==> config.mk <==
export PLATFORM = sky130hd
export DESIGN_NAME = ordered_list_with_search_remove_unit
export DESIGN_NICKNAME = d
export VERILOG_FILES = /design/src/olsr_pkg.sv /design/src/olsr_ram.sv /design/src/olsr_front.sv /design/src/olsr_back.sv /design/src/ordered_list_with_search_remove_unit.sv
export SDC_FILE = /design/constraint.sdc
export NUM_CORES = 1
export LEC_CHECK = 0
export ABC_AREA = 1
export BUFFER_PORTS_ARGS = -buffer_cell sky130_fd_sc_hd__buf_2
export CAP_MARGIN = 20
export CORE_MARGIN = 4
export CORE_UTILIZATION = 63
export DETAILED_ROUTE_END_ITERATION = 10
export PLACE_DENSITY = 0.8
export SETUP_SLACK_MARGIN = 0.02
export SYNTH_ARGS = -nofsm -noshare
export SYNTH_HDL_FRONTEND = slang
export SYNTH_SLANG_ARGS = --single-unit
==> constraint.sdc <==
create_clock -name clk -period 9.1 [get_ports clk]
set_clock_uncertainty 0.2 [all_clocks]
set_input_delay 0.455 -clock clk [delete_from_list [all_inputs] [get_ports clk]]
set_output_delay 0.455 -clock clk [all_outputs]
set_load 0.05 [all_outputs]
==> src/olsr_pkg.sv <==
// ============================================================================
// olsr_pkg
// Shared types and codes for the ordered list with search and remove.
// ============================================================================
package olsr_pkg;

  // Operation codes carried in the kind field
  localparam logic [1:0] K_APPEND = 2'd0;
  localparam logic [1:0] K_POP    = 2'd1;
  localparam logic [1:0] K_REMOVE = 2'd2;
  localparam logic [1:0] K_QUERY  = 2'd3;

  // Result status codes
  localparam logic [1:0] ST_OK      = 2'd0;
  localparam logic [1:0] ST_EMPTY   = 2'd1;
  localparam logic [1:0] ST_FULL    = 2'd2;
  localparam logic [1:0] ST_MISSING = 2'd3;

  localparam int unsigned VALUE_W = 32;

  // Request payload
  typedef struct packed {
    logic [1:0]                kind;
    logic signed [VALUE_W-1:0] value;
  } req_t;

  // Response payload
  typedef struct packed {
    logic signed [VALUE_W-1:0] out_value;
    logic                      found;
    logic [4:0]                count;
    logic [1:0]                status;
  } rsp_t;

  // Classified command handed from the front to the back
  typedef struct packed {
    logic                      do_append;
    logic                      do_pop;
    logic                      do_search;
    logic                      take;
    logic signed [VALUE_W-1:0] value;
  } cmd_t;

endpackage

==> src/olsr_ram.sv <==
// ============================================================================
// olsr_ram
// Generic single-write, single-read RAM with registered read data.
// ============================================================================
module olsr_ram #(
  parameter int WIDTH = 32,
  parameter int DEPTH = 16
) (
  input  logic                                   clk,
  input  logic                                   we,
  input  logic [((DEPTH > 1) ? $clog2(DEPTH) : 1)-1:0] waddr,
  input  logic [WIDTH-1:0]                       wdata,
  input  logic                                   re,
  input  logic [((DEPTH > 1) ? $clog2(DEPTH) : 1)-1:0] raddr,
  output logic [WIDTH-1:0]                       rdata
);

  logic [WIDTH-1:0] mem [DEPTH];

  // Write port
  always_ff @(posedge clk) begin
    if (we) begin
      mem[waddr] <= wdata;
    end
  end

  // Registered read port; hold data when no read is issued
  always_ff @(posedge clk) begin
    if (re) begin
      rdata <= mem[raddr];
    end
  end

endmodule

==> src/olsr_front.sv <==
// ============================================================================
// olsr_front
// Request intake: classify each request and hold it in a two-entry queue.
// ============================================================================
module olsr_front
  import olsr_pkg::*;
(
  input  logic clk,
  input  logic rst,
  input  logic req_valid,
  output logic req_ready,
  input  req_t req,
  output logic cmd_valid,
  input  logic cmd_ready,
  output cmd_t cmd
);

  cmd_t       q_data [2];
  logic       wr_ptr;
  logic       rd_ptr;
  logic [1:0] q_cnt;
  logic       push;
  logic       pop;
  cmd_t       cls;

  // Decode the operation into command flags
  always_comb begin
    cls           = '0;
    cls.value     = req.value;
    case (req.kind)
      K_APPEND: cls.do_append = 1'b1;
      K_POP:    cls.do_pop    = 1'b1;
      K_REMOVE: begin
        cls.do_search = 1'b1;
        cls.take      = 1'b1;
      end
      default:  cls.do_search = 1'b1;
    endcase
  end

  assign req_ready = (q_cnt != 2'd2);
  assign cmd_valid = (q_cnt != 2'd0);
  assign cmd       = q_data[rd_ptr];
  assign push      = req_valid && req_ready;
  assign pop       = cmd_valid && cmd_ready;

  // Store an accepted transfer
  always_ff @(posedge clk) begin
    if (push) begin
      q_data[wr_ptr] <= cls;
    end
  end

  // Advance queue pointers and occupancy
  always_ff @(posedge clk) begin
    if (rst) begin
      wr_ptr <= 1'b0;
      rd_ptr <= 1'b0;
      q_cnt  <= 2'd0;
    end else begin
      if (push) begin
        wr_ptr <= ~wr_ptr;
      end
      if (pop) begin
        rd_ptr <= ~rd_ptr;
      end
      if (push && !pop) begin
        q_cnt <= q_cnt + 2'd1;
      end else if (pop && !push) begin
        q_cnt <= q_cnt - 2'd1;
      end
    end
  end

endmodule

==> src/olsr_back.sv <==
// ============================================================================
// olsr_back
// Command execution over a circular entry store, plus the response register.
// ============================================================================
module olsr_back
  import olsr_pkg::*;
#(
  parameter int DEPTH = 16
) (
  input  logic clk,
  input  logic rst,
  input  logic cmd_valid,
  output logic cmd_ready,
  input  cmd_t cmd,
  output logic rsp_valid,
  input  logic rsp_ready,
  output rsp_t rsp
);

  localparam int AW = (DEPTH > 1) ? $clog2(DEPTH) : 1;
  localparam int CW = $clog2(DEPTH + 1);

  localparam logic [1:0] S_IDLE  = 2'd0;
  localparam logic [1:0] S_POP   = 2'd1;
  localparam logic [1:0] S_SCAN  = 2'd2;
  localparam logic [1:0] S_SHIFT = 2'd3;

  logic [1:0]         state, state_next;
  cmd_t               cur, cur_next;
  logic [AW-1:0]      head, head_next;
  logic [AW-1:0]      tail, tail_next;
  logic [CW-1:0]      cnt, cnt_next;
  logic [AW-1:0]      scan_ptr, scan_ptr_next;
  logic [AW-1:0]      cmp_ptr, cmp_ptr_next;
  logic [CW-1:0]      cmp_idx, cmp_idx_next;
  logic [AW-1:0]      dst, dst_next;
  logic [AW-1:0]      src, src_next;
  logic [CW-1:0]      left, left_next;
  logic               pend, pend_next;

  logic               ram_we;
  logic [AW-1:0]      ram_waddr;
  logic [VALUE_W-1:0] ram_wdata;
  logic               ram_re;
  logic [AW-1:0]      ram_raddr;
  logic [VALUE_W-1:0] ram_rdata;

  logic               fin;
  rsp_t               res;
  logic               slot_free;

  function automatic logic [AW-1:0] ptr_inc(input logic [AW-1:0] p);
    ptr_inc = (p == AW'(DEPTH - 1)) ? '0 : p + 1'b1;
  endfunction

  function automatic logic [AW-1:0] ptr_dec(input logic [AW-1:0] p);
    ptr_dec = (p == '0) ? AW'(DEPTH - 1) : p - 1'b1;
  endfunction

  olsr_ram #(
    .WIDTH (VALUE_W),
    .DEPTH (DEPTH)
  ) u_store (
    .clk   (clk),
    .we    (ram_we),
    .waddr (ram_waddr),
    .wdata (ram_wdata),
    .re    (ram_re),
    .raddr (ram_raddr),
    .rdata (ram_rdata)
  );

  // Response slot is empty next cycle
  assign slot_free = !rsp_valid || rsp_ready;

  // Sequencer: append, pop, pipelined scan, then close-up shift on remove
  always_comb begin
    state_next    = state;
    cur_next      = cur;
    head_next     = head;
    tail_next     = tail;
    cnt_next      = cnt;
    scan_ptr_next = scan_ptr;
    cmp_ptr_next  = cmp_ptr;
    cmp_idx_next  = cmp_idx;
    dst_next      = dst;
    src_next      = src;
    left_next     = left;
    pend_next     = pend;
    ram_we        = 1'b0;
    ram_waddr     = tail;
    ram_wdata     = $unsigned(cmd.value);
    ram_re        = 1'b0;
    ram_raddr     = head;
    cmd_ready     = 1'b0;
    fin           = 1'b0;
    res           = '0;
    res.status    = ST_OK;

    case (state)
      S_IDLE: begin
        if (cmd_valid && slot_free) begin
          cmd_ready = 1'b1;
          cur_next  = cmd;
          if (cmd.do_append) begin
            fin = 1'b1;
            if (cnt == CW'(DEPTH)) begin
              res.status = ST_FULL;
            end else begin
              ram_we    = 1'b1;
              tail_next = ptr_inc(tail);
              cnt_next  = cnt + 1'b1;
            end
          end else if (cmd.do_pop) begin
            if (cnt == '0) begin
              fin        = 1'b1;
              res.status = ST_EMPTY;
            end else begin
              ram_re     = 1'b1;
              state_next = S_POP;
            end
          end else begin
            if (cnt == '0) begin
              fin        = 1'b1;
              res.status = ST_MISSING;
            end else begin
              ram_re        = 1'b1;
              scan_ptr_next = ptr_inc(head);
              cmp_ptr_next  = head;
              cmp_idx_next  = '0;
              state_next    = S_SCAN;
            end
          end
        end
      end

      S_POP: begin
        fin           = 1'b1;
        res.out_value = $signed(ram_rdata);
        head_next     = ptr_inc(head);
        cnt_next      = cnt - 1'b1;
        state_next    = S_IDLE;
      end

      S_SCAN: begin
        if (ram_rdata == $unsigned(cur.value)) begin
          if (cur.take) begin
            dst_next   = cmp_ptr;
            src_next   = ptr_inc(cmp_ptr);
            left_next  = cnt - 1'b1 - cmp_idx;
            pend_next  = 1'b0;
            state_next = S_SHIFT;
          end else begin
            fin        = 1'b1;
            res.found  = 1'b1;
            state_next = S_IDLE;
          end
        end else if (cmp_idx == cnt - 1'b1) begin
          fin        = 1'b1;
          res.status = ST_MISSING;
          state_next = S_IDLE;
        end else begin
          ram_re        = 1'b1;
          ram_raddr     = scan_ptr;
          scan_ptr_next = ptr_inc(scan_ptr);
          cmp_ptr_next  = scan_ptr;
          cmp_idx_next  = cmp_idx + 1'b1;
        end
      end

      S_SHIFT: begin
        // Write back the entry read last cycle one place nearer the head
        if (pend) begin
          ram_we    = 1'b1;
          ram_waddr = dst;
          ram_wdata = ram_rdata;
          dst_next  = ptr_inc(dst);
        end
        if (left != '0) begin
          ram_re    = 1'b1;
          ram_raddr = src;
          src_next  = ptr_inc(src);
          left_next = left - 1'b1;
          pend_next = 1'b1;
        end else begin
          pend_next = 1'b0;
        end
        if (left == '0 && !pend) begin
          fin        = 1'b1;
          res.found  = 1'b1;
          cnt_next   = cnt - 1'b1;
          tail_next  = ptr_dec(tail);
          state_next = S_IDLE;
        end
      end

      default: begin
        state_next = S_IDLE;
      end
    endcase

    res.count = 5'(cnt_next);
  end

  // Control registers
  always_ff @(posedge clk) begin
    if (rst) begin
      state <= S_IDLE;
      head  <= '0;
      tail  <= '0;
      cnt   <= '0;
      pend  <= 1'b0;
    end else begin
      state <= state_next;
      head  <= head_next;
      tail  <= tail_next;
      cnt   <= cnt_next;
      pend  <= pend_next;
    end
  end

  // Working registers of the current command
  always_ff @(posedge clk) begin
    cur      <= cur_next;
    scan_ptr <= scan_ptr_next;
    cmp_ptr  <= cmp_ptr_next;
    cmp_idx  <= cmp_idx_next;
    dst      <= dst_next;
    src      <= src_next;
    left     <= left_next;
  end

  // Response register: load on completion, drop once the transfer is taken
  always_ff @(posedge clk) begin
    if (rst) begin
      rsp_valid <= 1'b0;
    end else if (fin) begin
      rsp_valid <= 1'b1;
    end else if (rsp_ready) begin
      rsp_valid <= 1'b0;
    end
  end

  always_ff @(posedge clk) begin
    if (fin) begin
      rsp <= res;
    end
  end

  // Occupancy never exceeds the store depth
  a_cnt_bound: assert property (@(posedge clk) disable iff (rst)
    cnt <= CW'(DEPTH))
    else $error("entry count above depth");

  // A busy sequencer always works on a non-empty store
  a_busy_nonempty: assert property (@(posedge clk) disable iff (rst)
    state != S_IDLE |-> cnt != '0)
    else $error("sequencer busy on empty store");

  // Completion never overwrites a response still waiting
  a_no_overwrite: assert property (@(posedge clk) disable iff (rst)
    fin |-> slot_free)
    else $error("response overwritten");

  // A found flag only comes with an ok status
  a_found_ok: assert property (@(posedge clk) disable iff (rst)
    rsp_valid && rsp.found |-> rsp.status == ST_OK)
    else $error("found with bad status");

  // Full report only when the store really is full
  a_full_count: assert property (@(posedge clk) disable iff (rst)
    fin && res.status == ST_FULL |-> cnt == CW'(DEPTH))
    else $error("full reported below depth");

endmodule

==> src/ordered_list_with_search_remove_unit.sv <==
// ============================================================================
// ordered_list_with_search_remove_unit
// Bounded insertion-ordered store of signed 32-bit values with search/remove.
// ============================================================================
// Usage:
//   req channel (req_valid/req_ready/req) carries one operation per transfer:
//   append at the tail, pop the head, remove the first equal entry, or query
//   whether a value is present. rsp channel (rsp_valid/rsp_ready/rsp) returns
//   exactly one response per request, in request order.
//   A two-entry request queue takes transfers while the store is busy or a
//   response waits in the output register.
//   Handling of a request once it reaches the sequencer:
//     append, and any empty/full/empty-search case: answered from idle
//     pop: one registered store read, then the response
//     query or failed remove: a scan from the head over up to N stored entries (one entry read
//     and compared per cycle on the single store read port)
//     successful remove: a scan up to the match, then a close-up shift that
//     moves each later entry one place nearer the head (none for the tail).
//   The sequencer starts a request only when the output register is free, so
//   a stalled receiver holds the store; requests then queue until it is full.
//   Reset empties the store at once; entry contents need no clearing.
// ============================================================================
module ordered_list_with_search_remove_unit
  import olsr_pkg::*;
#(
  parameter int DEPTH = 16
) (
  input  logic clk,
  input  logic rst,
  input  logic req_valid,
  output logic req_ready,
  input  req_t req,
  output logic rsp_valid,
  input  logic rsp_ready,
  output rsp_t rsp
);

  logic cmd_valid;
  logic cmd_ready;
  cmd_t cmd;

  olsr_front u_front (
    .clk       (clk),
    .rst       (rst),
    .req_valid (req_valid),
    .req_ready (req_ready),
    .req       (req),
    .cmd_valid (cmd_valid),
    .cmd_ready (cmd_ready),
    .cmd       (cmd)
  );

  olsr_back #(
    .DEPTH (DEPTH)
  ) u_back (
    .clk       (clk),
    .rst       (rst),
    .cmd_valid (cmd_valid),
    .cmd_ready (cmd_ready),
    .cmd       (cmd),
    .rsp_valid (rsp_valid),
    .rsp_ready (rsp_ready),
    .rsp       (rsp)
  );

endmodule
==> results.py <==
metrics = {
    "clock_network": {
        "cts_buffers": 73,
        "cts_tree": "built",
        "h-tree-depth": 3,
        "cts_sinks": 735,
        "insertion_delay_ns": 0.63,
        "root_buffer": "clkbuf_16",
        "clk_path_buf_depth": 3,
        "cts_resized": 0,
        "clkTransAtPathRegs_ns": 0.06,
    },
    "setup_path": {
        "rrSetupSlack_ns": 3.97,
        "r2r-start": "u_back.cnt[0]",
        "r2r_cells": 20,
        "worstPathRequired_ns": 9.26,
        "start_kind": "flop",
        "cp_max_fo": 99,
        "rr_endpoint": "u_back.u_store.rdata[7]",
        "endpoint_kind": "flop",
        "crit_type": "flop to flop",
        "worstPathArrival_ns": 5.28,
    },
    "min_path": {
        "hold-path-endpoint": "u_back.rsp_valid",
        "min_path_cells": 4,
        "hold_class": "input port to flop",
        "hold_start": "rsp_ready",
    },
    "detailed_routing": {
        "via_per_inst": 6.005,
        "drt_first_iter_violations": 2858,
        "final_antenna_net_count": 0,
        "wirelength_um": 80030,
        "firstDrtPassIters": 9,
        "wl_per_cell_um": 21.46,
        "drc_errors": 0,
        "via_count": 22390,
    },
    "cells_and_area": {
        "diodes": 0,
        "layout_common_cells": "edfxtp_1 (713), nand3_1 (602), nand2_1 (519)",
        "seq_area_um2": 21850,
        "fin_area_um2": 36180,
        "layout-drive-gt1-share": 0.1040,
        "fillers": 3207,
        "syn2layout_area_growth_pct": 11.34,
        "fin_nets": 3066,
        "layout_commonest_cell": "edfxtp_1",
        "multiInputGateArea_um2": 8283,
    },
    "power_and_ir_drop": {
        "p_leak_uw": 0.01470,
        "powerDensity_nw_per_um2": 366.9,
        "ir_drop_v": 0.0003086,
    },
    "floorplan": {
        "io_pins": 80,
        "rows": 82,
        "dieHeight_um": 235.1,
        "die_area_um2": 55280,
        "core_um2": 50580,
        "initial_core_util": 0.6425,
        "fp.dieW_um": 235.1,
    },
    "grt": {
        "grt_max_degree": 129,
        "grt_use_total": 0.2824,
        "grt_overflow": 0,
        "grt_pass1_wl_um": 122000,
        "grt_pass1_vias": 21790,
        "antenna_found_initial": 1,
    },
    "synthesis": {
        "synth_nets": 2985,
        "synth_seq_cells": 735,
        "synth_edf_count": 713,
        "ys_seq_area_frac": 0.6724,
        "synthesis.area_um2": 32500,
        "synth_flop_cell": "edfxtp_1",
        "syn_avg_cell_area_um2": 11.12,
        "synthCells": 2923,
        "ys_types": 40,
        "synth_warnings": 0,
        "async_flop_share": 0,
    },
    "timing": {
        "final_hold_viol_count": 0,
        "max_freq_mhz": 195.1,
        "slew_headroom": 0.2791,
        "tns_ns": 0,
        "rsz0062_at_grt": "false",
        "worstMarginPinSlew_ns": 1.079,
        "period_share": 0.5634,
        "fin_crit_ns": 5.127,
        "maxSlewViolCount": 0,
        "setup_violations": 0,
        "worst_hold_slack_ns": 0.04730,
    },
    "placement": {
        "dp_hpwl_um": 43430,
        "place_area_um2": 33500,
        "gp_congestion": 0.8819,
        "portBuffers": 79,
    },
    "run_status": {
        "status": "finished, final reports clean",
    },
    "flow_run": {
        "cap_viol_max_count": 0,
    },
}
-- power by group --
part / switching (uW) / internal [uW]
clock network: 1240 / 1650
registers: 334 / 4650
logic: 3930 / 1480
-- routing by layer --
layer,track usage,share of wire
met3,0.05143,0.12
met2,0.4593,0.48
met5,0,0
met4,0.1040,0.033
met1,0.3874,0.37
-- worst max path at each step --
| stage | cells after the start | slack (ns) | start | endpoint |
|---|---|---|---|---|
| after detailed placement | 20 | 4.14 | u_back.cnt[0] | u_back.u_store.rdata[15] |
| after global placement | 20 | 4.31 | u_back.cnt[0] | u_back.u_store.rdata[13] |
| after CTS | 20 | 4.07 | u_back.cnt[0] | u_back.u_store.rdata[7] |
| after global routing | 20 | 3.66 | u_back.cnt[0] | u_back.u_store.rdata[7] |
| final | 20 | 3.97 | u_back.cnt[0] | u_back.u_store.rdata[7] |
| after floorplan | 7 | 2.69 | u_back.rsp_valid | u_back.rsp[0] |
-- critical path, stage by stage, from the launching register on --
cell and delay (ns):
dfxtp_1 0.41, inv_1 0.12, ha_1 0.25, xor2_1 0.18
ha_1 0.37, nand2_1 0.07, nor3_1 0.23, nand3_2 0.12
nand2_2 0.08, inv_2 0.04, nand3_1 0.07, nand2_1 0.06
inv_2 0.09, nand2_8 0.30, nand2_8 0.55, buf_4 0.90
nand2_1 0.18, nand3_1 0.15, nand3_1 0.11, nand3_1 0.10
nand2_1 0.07
-- registers in the layout, summed over array words and instances (netlist names), 5 cells and up, named ones only --
| name | cells |
|---|---|
| u_back.cmp_idx | 5 |
| u_back.rsp | 40 |
| u_back.cnt | 5 |
| u_back.u_store.rdata | 32 |
| u_front.q_data | 70 |
| u_back.left | 5 |
| u_back.u_store.mem | 512 |
| u_back.cur | 33 |
-- synthesized netlist by cell type, types with 12 or more instances --
cell      number  area (um2)
buf_6         12       135.1
inv_1        480        1802
nor2_1        69       259.0
buf_2         74       370.4
a21oi_1       33       165.2
nand3b_1      96       720.7
xnor2_1       29       254.0
nand3_1      603        3018
o21ai_0       64       320.3
edfxtp_1     713       21410
nand2_1      522        1959
dfxtp_1       22       440.4
mux2_2        57       641.9
ha_1          23       287.8
clkbuf_1      51       191.4
-- stage by stage --
stage / util / instances / power, uW / worst slack (ns)
2_1_floorplan: - / 2923 / 8839 / 2.694
4_1_cts: 0.7140 / 3725 / 13140 / 4.067
3_3_place_gp: 0.6622 / 3561 / 10010 / 4.309
6_report: 0.7153 / 3729 / 13280 / 3.973
3_5_place_dp: 0.6622 / 3561 / 10230 / 4.138
5_1_grt: 0.7153 / 3729 / 13950 / 3.662
-- what timing repair did --
| action | 4_1_cts | 5_1_grt |
|---|---|---|
| setup endpoints to repair | 0 | 0 |
| endpoints found under the hold margin | 75 | 0 |
| hold buffers | 36 | 0 |
| buffers inserted | 0 | 0 |
-- kinds of logic after synthesis --
kind of cell	share of synthesized area
AO/OA/AOI/OAI	0.02041
adder cells (fa/ha/maj)	0.009472
multiplexers	0.01975
buffers and inverters	0.08012
flip-flops	0.6724
AND/OR/NAND/NOR	0.1876
XOR/XNOR	0.01024
-- layout make-up --
class / instances / share of cell area
repair buffers: 160 / 0.03123
inverters: 484 / 0.05025
well taps: 672 / 0.02324
clock inverters: 33 / 0.007539
clock buffers: 95 / 0.05481
multi-input cells: 1550 / 0.2289
flip-flops and latches: 735 / 0.6040
Power figures use the tool's default switching activity.
